$ cat config.mk
export PLATFORM = sky130hd
export DESIGN_NAME = mvcc_version_store
export DESIGN_NICKNAME = d
export VERILOG_FILES = /design/src/hw/rtl/mvs_pkg.sv /design/src/hw/rtl/mvs_ram.sv /design/src/hw/rtl/mvs_match.sv /design/src/hw/rtl/mvcc_version_store.sv
export SDC_FILE = /design/constraint.sdc
export NUM_CORES = 2
export LEC_CHECK = 0
export ABC_AREA = 1
export BUFFER_PORTS_ARGS = -buffer_cell sky130_fd_sc_hd__buf_4
export CELL_PAD_IN_SITES_DETAIL_PLACEMENT = 0
export CELL_PAD_IN_SITES_GLOBAL_PLACEMENT = 1
export CORE_ASPECT_RATIO = 1.4
export CORE_MARGIN = 2
export CORE_UTILIZATION = 40
export CTS_CLUSTER_SIZE = 24
export DETAILED_ROUTE_END_ITERATION = 10
export PLACE_DENSITY_LB_ADDON = 0.1
export SLEW_MARGIN = 20
export SYNTH_ARGS = -nofsm -noshare
export SYNTH_HDL_FRONTEND = slang
export SYNTH_SLANG_ARGS = --single-unit
$ cat constraint.sdc
create_clock -name clk -period 17.33 [get_ports clk]
set_input_delay 0.8665 -clock clk [delete_from_list [all_inputs] [get_ports clk]]
set_output_delay 0.8665 -clock clk [all_outputs]
set_load 0.005 [all_outputs]
$ cat src/hw/rtl/mvs_pkg.sv
`timescale 1ns / 1ps
package mvs_pkg;

  localparam int MAX_VERSIONS = 8;
  localparam int ADDR_W       = (MAX_VERSIONS > 1) ? $clog2(MAX_VERSIONS) : 1;
  localparam int CNT_W        = $clog2(MAX_VERSIONS + 1);
  localparam int DATA_W       = 64;

  typedef enum logic [1:0] {
    MODE_APPEND = 2'd0,
    MODE_MARK   = 2'd1,
    MODE_READ   = 2'd2,
    MODE_PRUNE  = 2'd3
  } mode_t;

  typedef enum logic [1:0] {
    STAT_OK      = 2'd0,
    STAT_FULL    = 2'd1,
    STAT_EMPTY   = 2'd2,
    STAT_DELETED = 2'd3
  } status_t;

  typedef enum logic [2:0] {
    S_IDLE,
    S_APPEND,
    S_FETCH,
    S_CHECK,
    S_DONE
  } state_t;

  typedef struct packed {
    logic [1:0]        mode;
    logic [DATA_W-1:0] value_handle;
    logic [DATA_W-1:0] stamp;
  } request_t;

  typedef struct packed {
    logic              found;
    logic [DATA_W-1:0] read_value;
    logic [1:0]        status;
    logic              head_live;
    logic [3:0]        version_count;
  } result_t;

  typedef struct packed {
    logic [DATA_W-1:0] value;
    logic [DATA_W-1:0] created;
    logic [DATA_W-1:0] deleted;
  } entry_t;

  typedef struct packed {
    logic visible;
    logic expired;
  } match_t;

  localparam int ENTRY_W = $bits(entry_t);

  // Map a list position to a RAM slot of the circular buffer.
  function automatic logic [ADDR_W-1:0] phys_addr(input logic [ADDR_W-1:0] head,
                                                  input logic [CNT_W-1:0]  off);
    logic [CNT_W:0] sum;
    sum = (CNT_W + 1)'(head) + (CNT_W + 1)'(off);
    if (sum >= (CNT_W + 1)'(MAX_VERSIONS)) begin
      sum = sum - (CNT_W + 1)'(MAX_VERSIONS);
    end
    return ADDR_W'(sum);
  endfunction

endpackage

$ cat src/hw/rtl/mvs_ram.sv
`timescale 1ns / 1ps
module mvs_ram #(
  parameter int WIDTH = 8,
  parameter int DEPTH = 8
) (
  input  logic                                     clk,
  input  logic                                     we,
  input  logic [((DEPTH > 1) ? $clog2(DEPTH) : 1)-1:0] waddr,
  input  logic [WIDTH-1:0]                         wdata,
  input  logic                                     re,
  input  logic [((DEPTH > 1) ? $clog2(DEPTH) : 1)-1:0] raddr,
  output logic [WIDTH-1:0]                         rdata
);

  logic [WIDTH-1:0] mem [DEPTH];

  always_ff @(posedge clk) begin
    if (we) begin
      mem[waddr] <= wdata;
    end
    if (re) begin
      rdata <= mem[raddr];
    end
  end

endmodule

$ cat src/hw/rtl/mvs_match.sv
`timescale 1ns / 1ps
module mvs_match (
  input  logic [mvs_pkg::DATA_W-1:0] created,
  input  logic [mvs_pkg::DATA_W-1:0] deleted,
  input  logic [mvs_pkg::DATA_W-1:0] key,
  output mvs_pkg::match_t            match
);
  import mvs_pkg::*;

  logic del_zero;
  logic del_le_key;

  assign del_zero   = (deleted == '0);
  assign del_le_key = (deleted <= key);

  // Visible at a snapshot: created by then and not yet deleted.
  assign match.visible = (created <= key) && (del_zero || !del_le_key);
  // Reclaimable at a safe stamp: deleted at or before it.
  assign match.expired = !del_zero && del_le_key;

endmodule

$ cat src/hw/rtl/mvcc_version_store.sv
// Sequencing: append runs S_APPEND then S_DONE; mark deleted S_FETCH, S_CHECK, S_DONE; read
//   and prune run S_FETCH and S_CHECK per entry walked, at most MAX_VERSIONS entries.
// Throughput: one request at a time; the next is taken the cycle after done.
//   The walk rate is set by the single RAM read port and the shared compare unit.
// Reset clears the version count, head pointer and sequencer; the version RAM is
//   not cleared. Results are shown for one cycle on done; the receiver cannot stall.
`timescale 1ns / 1ps
module mvcc_version_store (
  input  logic              clk,
  input  logic              rst,
  input  logic              start,
  output logic              busy,
  input  mvs_pkg::request_t request,
  output logic              done,
  output mvs_pkg::result_t  result
);
  import mvs_pkg::*;

  state_t                state, state_next;
  request_t              req_q, req_q_next;
  logic [CNT_W-1:0]      idx, idx_next;
  logic [CNT_W-1:0]      wcnt, wcnt_next;
  logic [CNT_W-1:0]      count, count_next;
  logic [ADDR_W-1:0]     head, head_next;
  logic                  head_live, head_live_next;
  logic                  found_q, found_q_next;
  logic [DATA_W-1:0]     value_q, value_q_next;
  status_t               status_q, status_q_next;

  logic                  accept;
  logic                  ram_we, ram_re;
  logic [ADDR_W-1:0]     ram_waddr, ram_raddr;
  entry_t                ram_wdata, ram_rdata;
  match_t                match;
  logic [CNT_W-1:0]      idx_inc;
  logic [CNT_W-1:0]      kept_cnt;
  logic                  last;
  logic [ADDR_W-1:0]     head_dec;
  logic                  full;

  assign accept   = start && !busy;
  assign idx_inc  = idx + 1'b1;
  assign last     = (idx_inc == count);
  assign kept_cnt = wcnt + (match.expired ? CNT_W'(0) : CNT_W'(1));
  assign head_dec = (head == '0) ? ADDR_W'(MAX_VERSIONS - 1) : head - 1'b1;
  assign full     = (count == CNT_W'(MAX_VERSIONS));

  mvs_ram #(
    .WIDTH (ENTRY_W),
    .DEPTH (MAX_VERSIONS)
  ) u_ram (
    .clk   (clk),
    .we    (ram_we),
    .waddr (ram_waddr),
    .wdata (ram_wdata),
    .re    (ram_re),
    .raddr (ram_raddr),
    .rdata (ram_rdata)
  );

  mvs_match u_match (
    .created (ram_rdata.created),
    .deleted (ram_rdata.deleted),
    .key     (req_q.stamp),
    .match   (match)
  );

  // Next state
  always_comb begin
    state_next = state;
    case (state)
      S_IDLE: begin
        if (accept) begin
          case (mode_t'(request.mode))
            MODE_APPEND: state_next = full ? S_DONE : S_APPEND;
            MODE_MARK:   state_next = (count == '0 || !head_live) ? S_DONE : S_FETCH;
            default:     state_next = (count == '0) ? S_DONE : S_FETCH;
          endcase
        end
      end
      S_APPEND: state_next = S_DONE;
      S_FETCH:  state_next = S_CHECK;
      S_CHECK: begin
        case (mode_t'(req_q.mode))
          MODE_READ:  state_next = (match.visible || last) ? S_DONE : S_FETCH;
          MODE_PRUNE: state_next = last ? S_DONE : S_FETCH;
          default:    state_next = S_DONE;
        endcase
      end
      S_DONE:  state_next = S_IDLE;
      default: state_next = S_IDLE;
    endcase
  end

  // Datapath and RAM control
  always_comb begin
    req_q_next     = req_q;
    idx_next       = idx;
    wcnt_next      = wcnt;
    count_next     = count;
    head_next      = head;
    head_live_next = head_live;
    found_q_next   = found_q;
    value_q_next   = value_q;
    status_q_next  = status_q;
    ram_we         = 1'b0;
    ram_re         = 1'b0;
    ram_waddr      = phys_addr(head, wcnt);
    ram_raddr      = phys_addr(head, idx);
    ram_wdata      = ram_rdata;
    case (state)
      S_IDLE: begin
        if (accept) begin
          req_q_next    = request;
          idx_next      = '0;
          wcnt_next     = '0;
          found_q_next  = 1'b0;
          value_q_next  = '0;
          status_q_next = STAT_OK;
          case (mode_t'(request.mode))
            MODE_APPEND: begin
              if (full) status_q_next = STAT_FULL;
            end
            MODE_MARK: begin
              if (count == '0) begin
                status_q_next = STAT_EMPTY;
              end else if (!head_live) begin
                status_q_next = STAT_DELETED;
              end
            end
            default: ;
          endcase
        end
      end
      S_APPEND: begin
        // Push at the head: step the pointer back and write the new live version.
        ram_we            = 1'b1;
        ram_waddr         = head_dec;
        ram_wdata.value   = req_q.value_handle;
        ram_wdata.created = req_q.stamp;
        ram_wdata.deleted = '0;
        head_next         = head_dec;
        count_next        = count + 1'b1;
        head_live_next    = 1'b1;
      end
      S_FETCH: ram_re = 1'b1;
      S_CHECK: begin
        case (mode_t'(req_q.mode))
          MODE_MARK: begin
            ram_we            = 1'b1;
            ram_waddr         = head;
            ram_wdata.deleted = req_q.stamp;
            head_live_next    = (req_q.stamp == '0);
          end
          MODE_READ: begin
            if (match.visible) begin
              found_q_next = 1'b1;
              value_q_next = ram_rdata.value;
            end
            idx_next = idx_inc;
          end
          MODE_PRUNE: begin
            // Compact survivors toward the head; writes never pass the read point.
            if (!match.expired) begin
              ram_we    = 1'b1;
              wcnt_next = kept_cnt;
              if (wcnt == '0) head_live_next = (ram_rdata.deleted == '0);
            end
            idx_next = idx_inc;
            if (last) begin
              count_next = kept_cnt;
              if (kept_cnt == '0) head_live_next = 1'b0;
            end
          end
          default: ;
        endcase
      end
      default: ;
    endcase
  end

  always_ff @(posedge clk) begin
    if (rst) begin
      state     <= S_IDLE;
      count     <= '0;
      head      <= '0;
      head_live <= 1'b0;
    end else begin
      state     <= state_next;
      count     <= count_next;
      head      <= head_next;
      head_live <= head_live_next;
    end
  end

  always_ff @(posedge clk) begin
    req_q    <= req_q_next;
    idx      <= idx_next;
    wcnt     <= wcnt_next;
    found_q  <= found_q_next;
    value_q  <= value_q_next;
    status_q <= status_q_next;
  end

  assign busy                 = (state != S_IDLE);
  assign done                 = (state == S_DONE);
  assign result.found         = found_q;
  assign result.read_value    = value_q;
  assign result.status        = status_q;
  assign result.head_live     = head_live;
  assign result.version_count = 4'(count);

endmodule

==> results.json <==
{
  "hold_depth": 1,
  "r2r_cells": 13,
  "ctsRootBufferMaster": "clkbuf_16",
  "wirelength_um": 195000,
  "num_vias": 45900,
  "ir_drop_v": 0.0000951,
  "critPathMaxStageDelay_ps": 890,
  "leakage_nw": 32.5,
  "portBuffers": 206,
  "nets": 6436,
  "outcome": "complete, no violations",
  "crit_chain": "inv_2, nor2_4, inv_4, nor2_8, inv_4, or2_1, o21ai_2, a31oi_2, clkinv_1, nand2_1, nor2_4, buf_4, buf_4",
  "max_freq_ghz": 0.179,
  "htreeDepth": 4,
  "ys_ff_latch": 1944,
  "critPathBufInv": 6,
  "ys_types": 47,
  "setup_tns_ps": 0,
  "worst_slew_pin_slew_ps": 1080,
  "die_w_um": 381,
  "syn_to_final_growth_pct": 13.0,
  "whs_endpoint": "req_q[67]",
  "post-cts-setup-buffers": 0,
  "reg2reg_to": "u_ram.mem[7][93]",
  "most-common-layout-cells": "edfxtp_1 (1933), inv_1 (836), o21ai_0 (722)",
  "ys_seq_area_share_pct": 73.3,
  "cts_tree": "built",
  "rsz0062_at_grt": "false",
  "syn_avg_cell_area_um2": 13.2,
  "synth_area_mm2": 0.0795,
  "relSlewSlack_pct": 27.2,
  "overflow": 0,
  "wl_per_cell_um": 21.8,
  "synth_fp_nets": 6297,
  "finClkSkew_ps": 39.5,
  "fin_util_pct": 45.5,
  "required_ps": 17770,
  "drv_slew": 0,
  "dieArea_mm2": 0.202,
  "cp.arrival_ps": 6010,
  "worstHoldStart": "request[67]",
  "grt_use_total_pct": 19.0,
  "rows": 193,
  "power_per_cell_area_mw_per_mm2": 128,
  "grt_max_degree": 183,
  "grt_pass1_vias": 45900,
  "drcViolationCount": 0,
  "setup_viol": 0,
  "numCtsBuffers": 196,
  "final_common_cell": "edfxtp_1",
  "hold_viol_final": 0,
  "power_w": 0.0115,
  "hpwlAfterDp_um": 101000,
  "initial_core_util_pct": 40.2,
  "clk_path_buf_depth": 4,
  "ios": 207,
  "antenna_found_initial": 13,
  "crit_start": "state[0]",
  "worst_setup_path_start_kind": "flip-flop",
  "drtIter0Drc": 2990,
  "die_h_um": 531,
  "drive_gt1_share_pct": 9.21,
  "hp-class": "in2reg",
  "crit_family": "buffers and inverters",
  "ctsResizeCount": 0,
  "reg2reg_from": "state[0]",
  "netlist_instances": 6025,
  "finalNonFillerCells": 8944,
  "worst-path-max-fanout": 68,
  "grt_pass1_wl_um": 294000,
  "core_mm2": 0.198,
  "slowest_stage": "buf_4",
  "gp_congestion": 0.743,
  "endpoint_kind": "flip-flop",
  "firstDrtPassIters": 5,
  "period_minus_slack_ps": 5570,
  "clk_pin_slew_worst_paths_ps": 60,
  "cts.sinks": 1944,
  "clock_latency_ps": 840,
  "reg2reg_slack_ps": 11760,
  "post-route-period-util_pct": 32.1,
  "ant_nets": 0,
  "cts-hold-fix-buffers": 0,
  "cap_violations": 0,
  "yosys_warnings": 0,
  "drt-vias-per-instance": 5.13,
  "fillers": 18000,
  "numPlacedInstances": 8598,
  "path_class": "reg2reg"
}
layout make-up:
type | instances | area, µm² | area share, %
clock inverter | 106 | 1020 | 1.13
clock buffer | 239 | 5120 | 5.70
timing repair buffer | 270 | 2210 | 2.46
sequential | 1944 | 58300 | 64.8
tap | 2632 | 3290 | 3.67
inverter | 845 | 3180 | 3.54
antenna | 1 | 2.50 | 0.00279
multi-input combinational | 2907 | 16800 | 18.7
registers in the layout, indices dropped and copies added, names as in the netlist, 4 cells and up:
signal and cells:
req_q 130, idx 4, count 4, u_ram.rdata 192
value_q 64, u_ram.mem 1536, wcnt 4
logic make-up after synthesis:
group,synth area share (%)
DFF,73.3
AOI/OAI and AO/OA,11.5
buffers and inverters,5.79
and+or+nand+nor,4.59
muxes,2.42
adders and majority gates,2.21
xor gates and xnor gates,0.143
per-layer routing:
metal	GRT usage [%]	wire length, µm	vias to the layer above
met4	3.88	3260	6
met2	32.3	94800	771
met3	2.58	7680	233
li1	-	-	22000
met1	26.0	89400	22900
met5	0	32	-
metrics by stage:
step	worst slack (ps)	hold slack (ps)	instance area (µm²)
5_1_grt	11250	159	89800
6_report	11760	213	89800
4_1_cts	11530	138	89800
3_5_place_dp	11550	547	83700
3_3_place_gp	11480	549	83700
2_1_floorplan	1800	475	79500
synthesized netlist by cell type, drive strengths merged:
cell type  instances  area (µm²)
xor2               6        52.6
nand3             17        85.1
nor3              11        70.1
o21bai             5        37.5
o41ai              1        8.76
dfxtp             11         220
o221ai             2        23.8
a21oi            453        2270
clkinv             1        3.75
buf              137         711
o211ai           195        1470
ha               137        1710
o22ai             63         394
mux2i            192        1920
o21ai            725        3640
edfxtp          1933       58000
clkbuf           192         721
nor3b              1        12.5
xnor2              7        61.3
a21boi             1        7.51
inv              844        3170
nand2b             1        6.26
o21a               5        37.5
nor2             327        1260
nand2            500        1880
nor4              16         100
or2                1        6.26
fa                 2        40.0
a31oi            194        1220
a21o               6        45.0
a211oi             2        15.0
nand4             37         231
worst register-to-register path, delay by kind of cell (launching register included):
family / cells / cell delay [ps]
buffers and inverters: 6 / 2540
and+or+nand+nor: 5 / 2060
DFF: 1 / 410
AOI/OAI and AO/OA: 2 / 140
how the worst max path moves through the flow:
| stage | to | cells after the start |
|---|---|---|
| final | u_ram.mem[7][93] | 13 |
| after global routing | u_ram.mem[7][85] | 13 |
| after CTS | u_ram.mem[7][85] | 13 |
| after detailed placement | u_ram.mem[7][102] | 13 |
| after global placement | u_ram.mem[7][102] | 11 |
| after floorplan | u_ram.mem[4][0] | 14 |
power by group:
group          switching (W)  internal (W)  leakage, nW
combinational        0.00123      0.000518         11.8
clock                0.00178       0.00238         3.00
sequential         0.0000605       0.00552         17.7
Note: power is estimated with default switching activity, not from simulation.
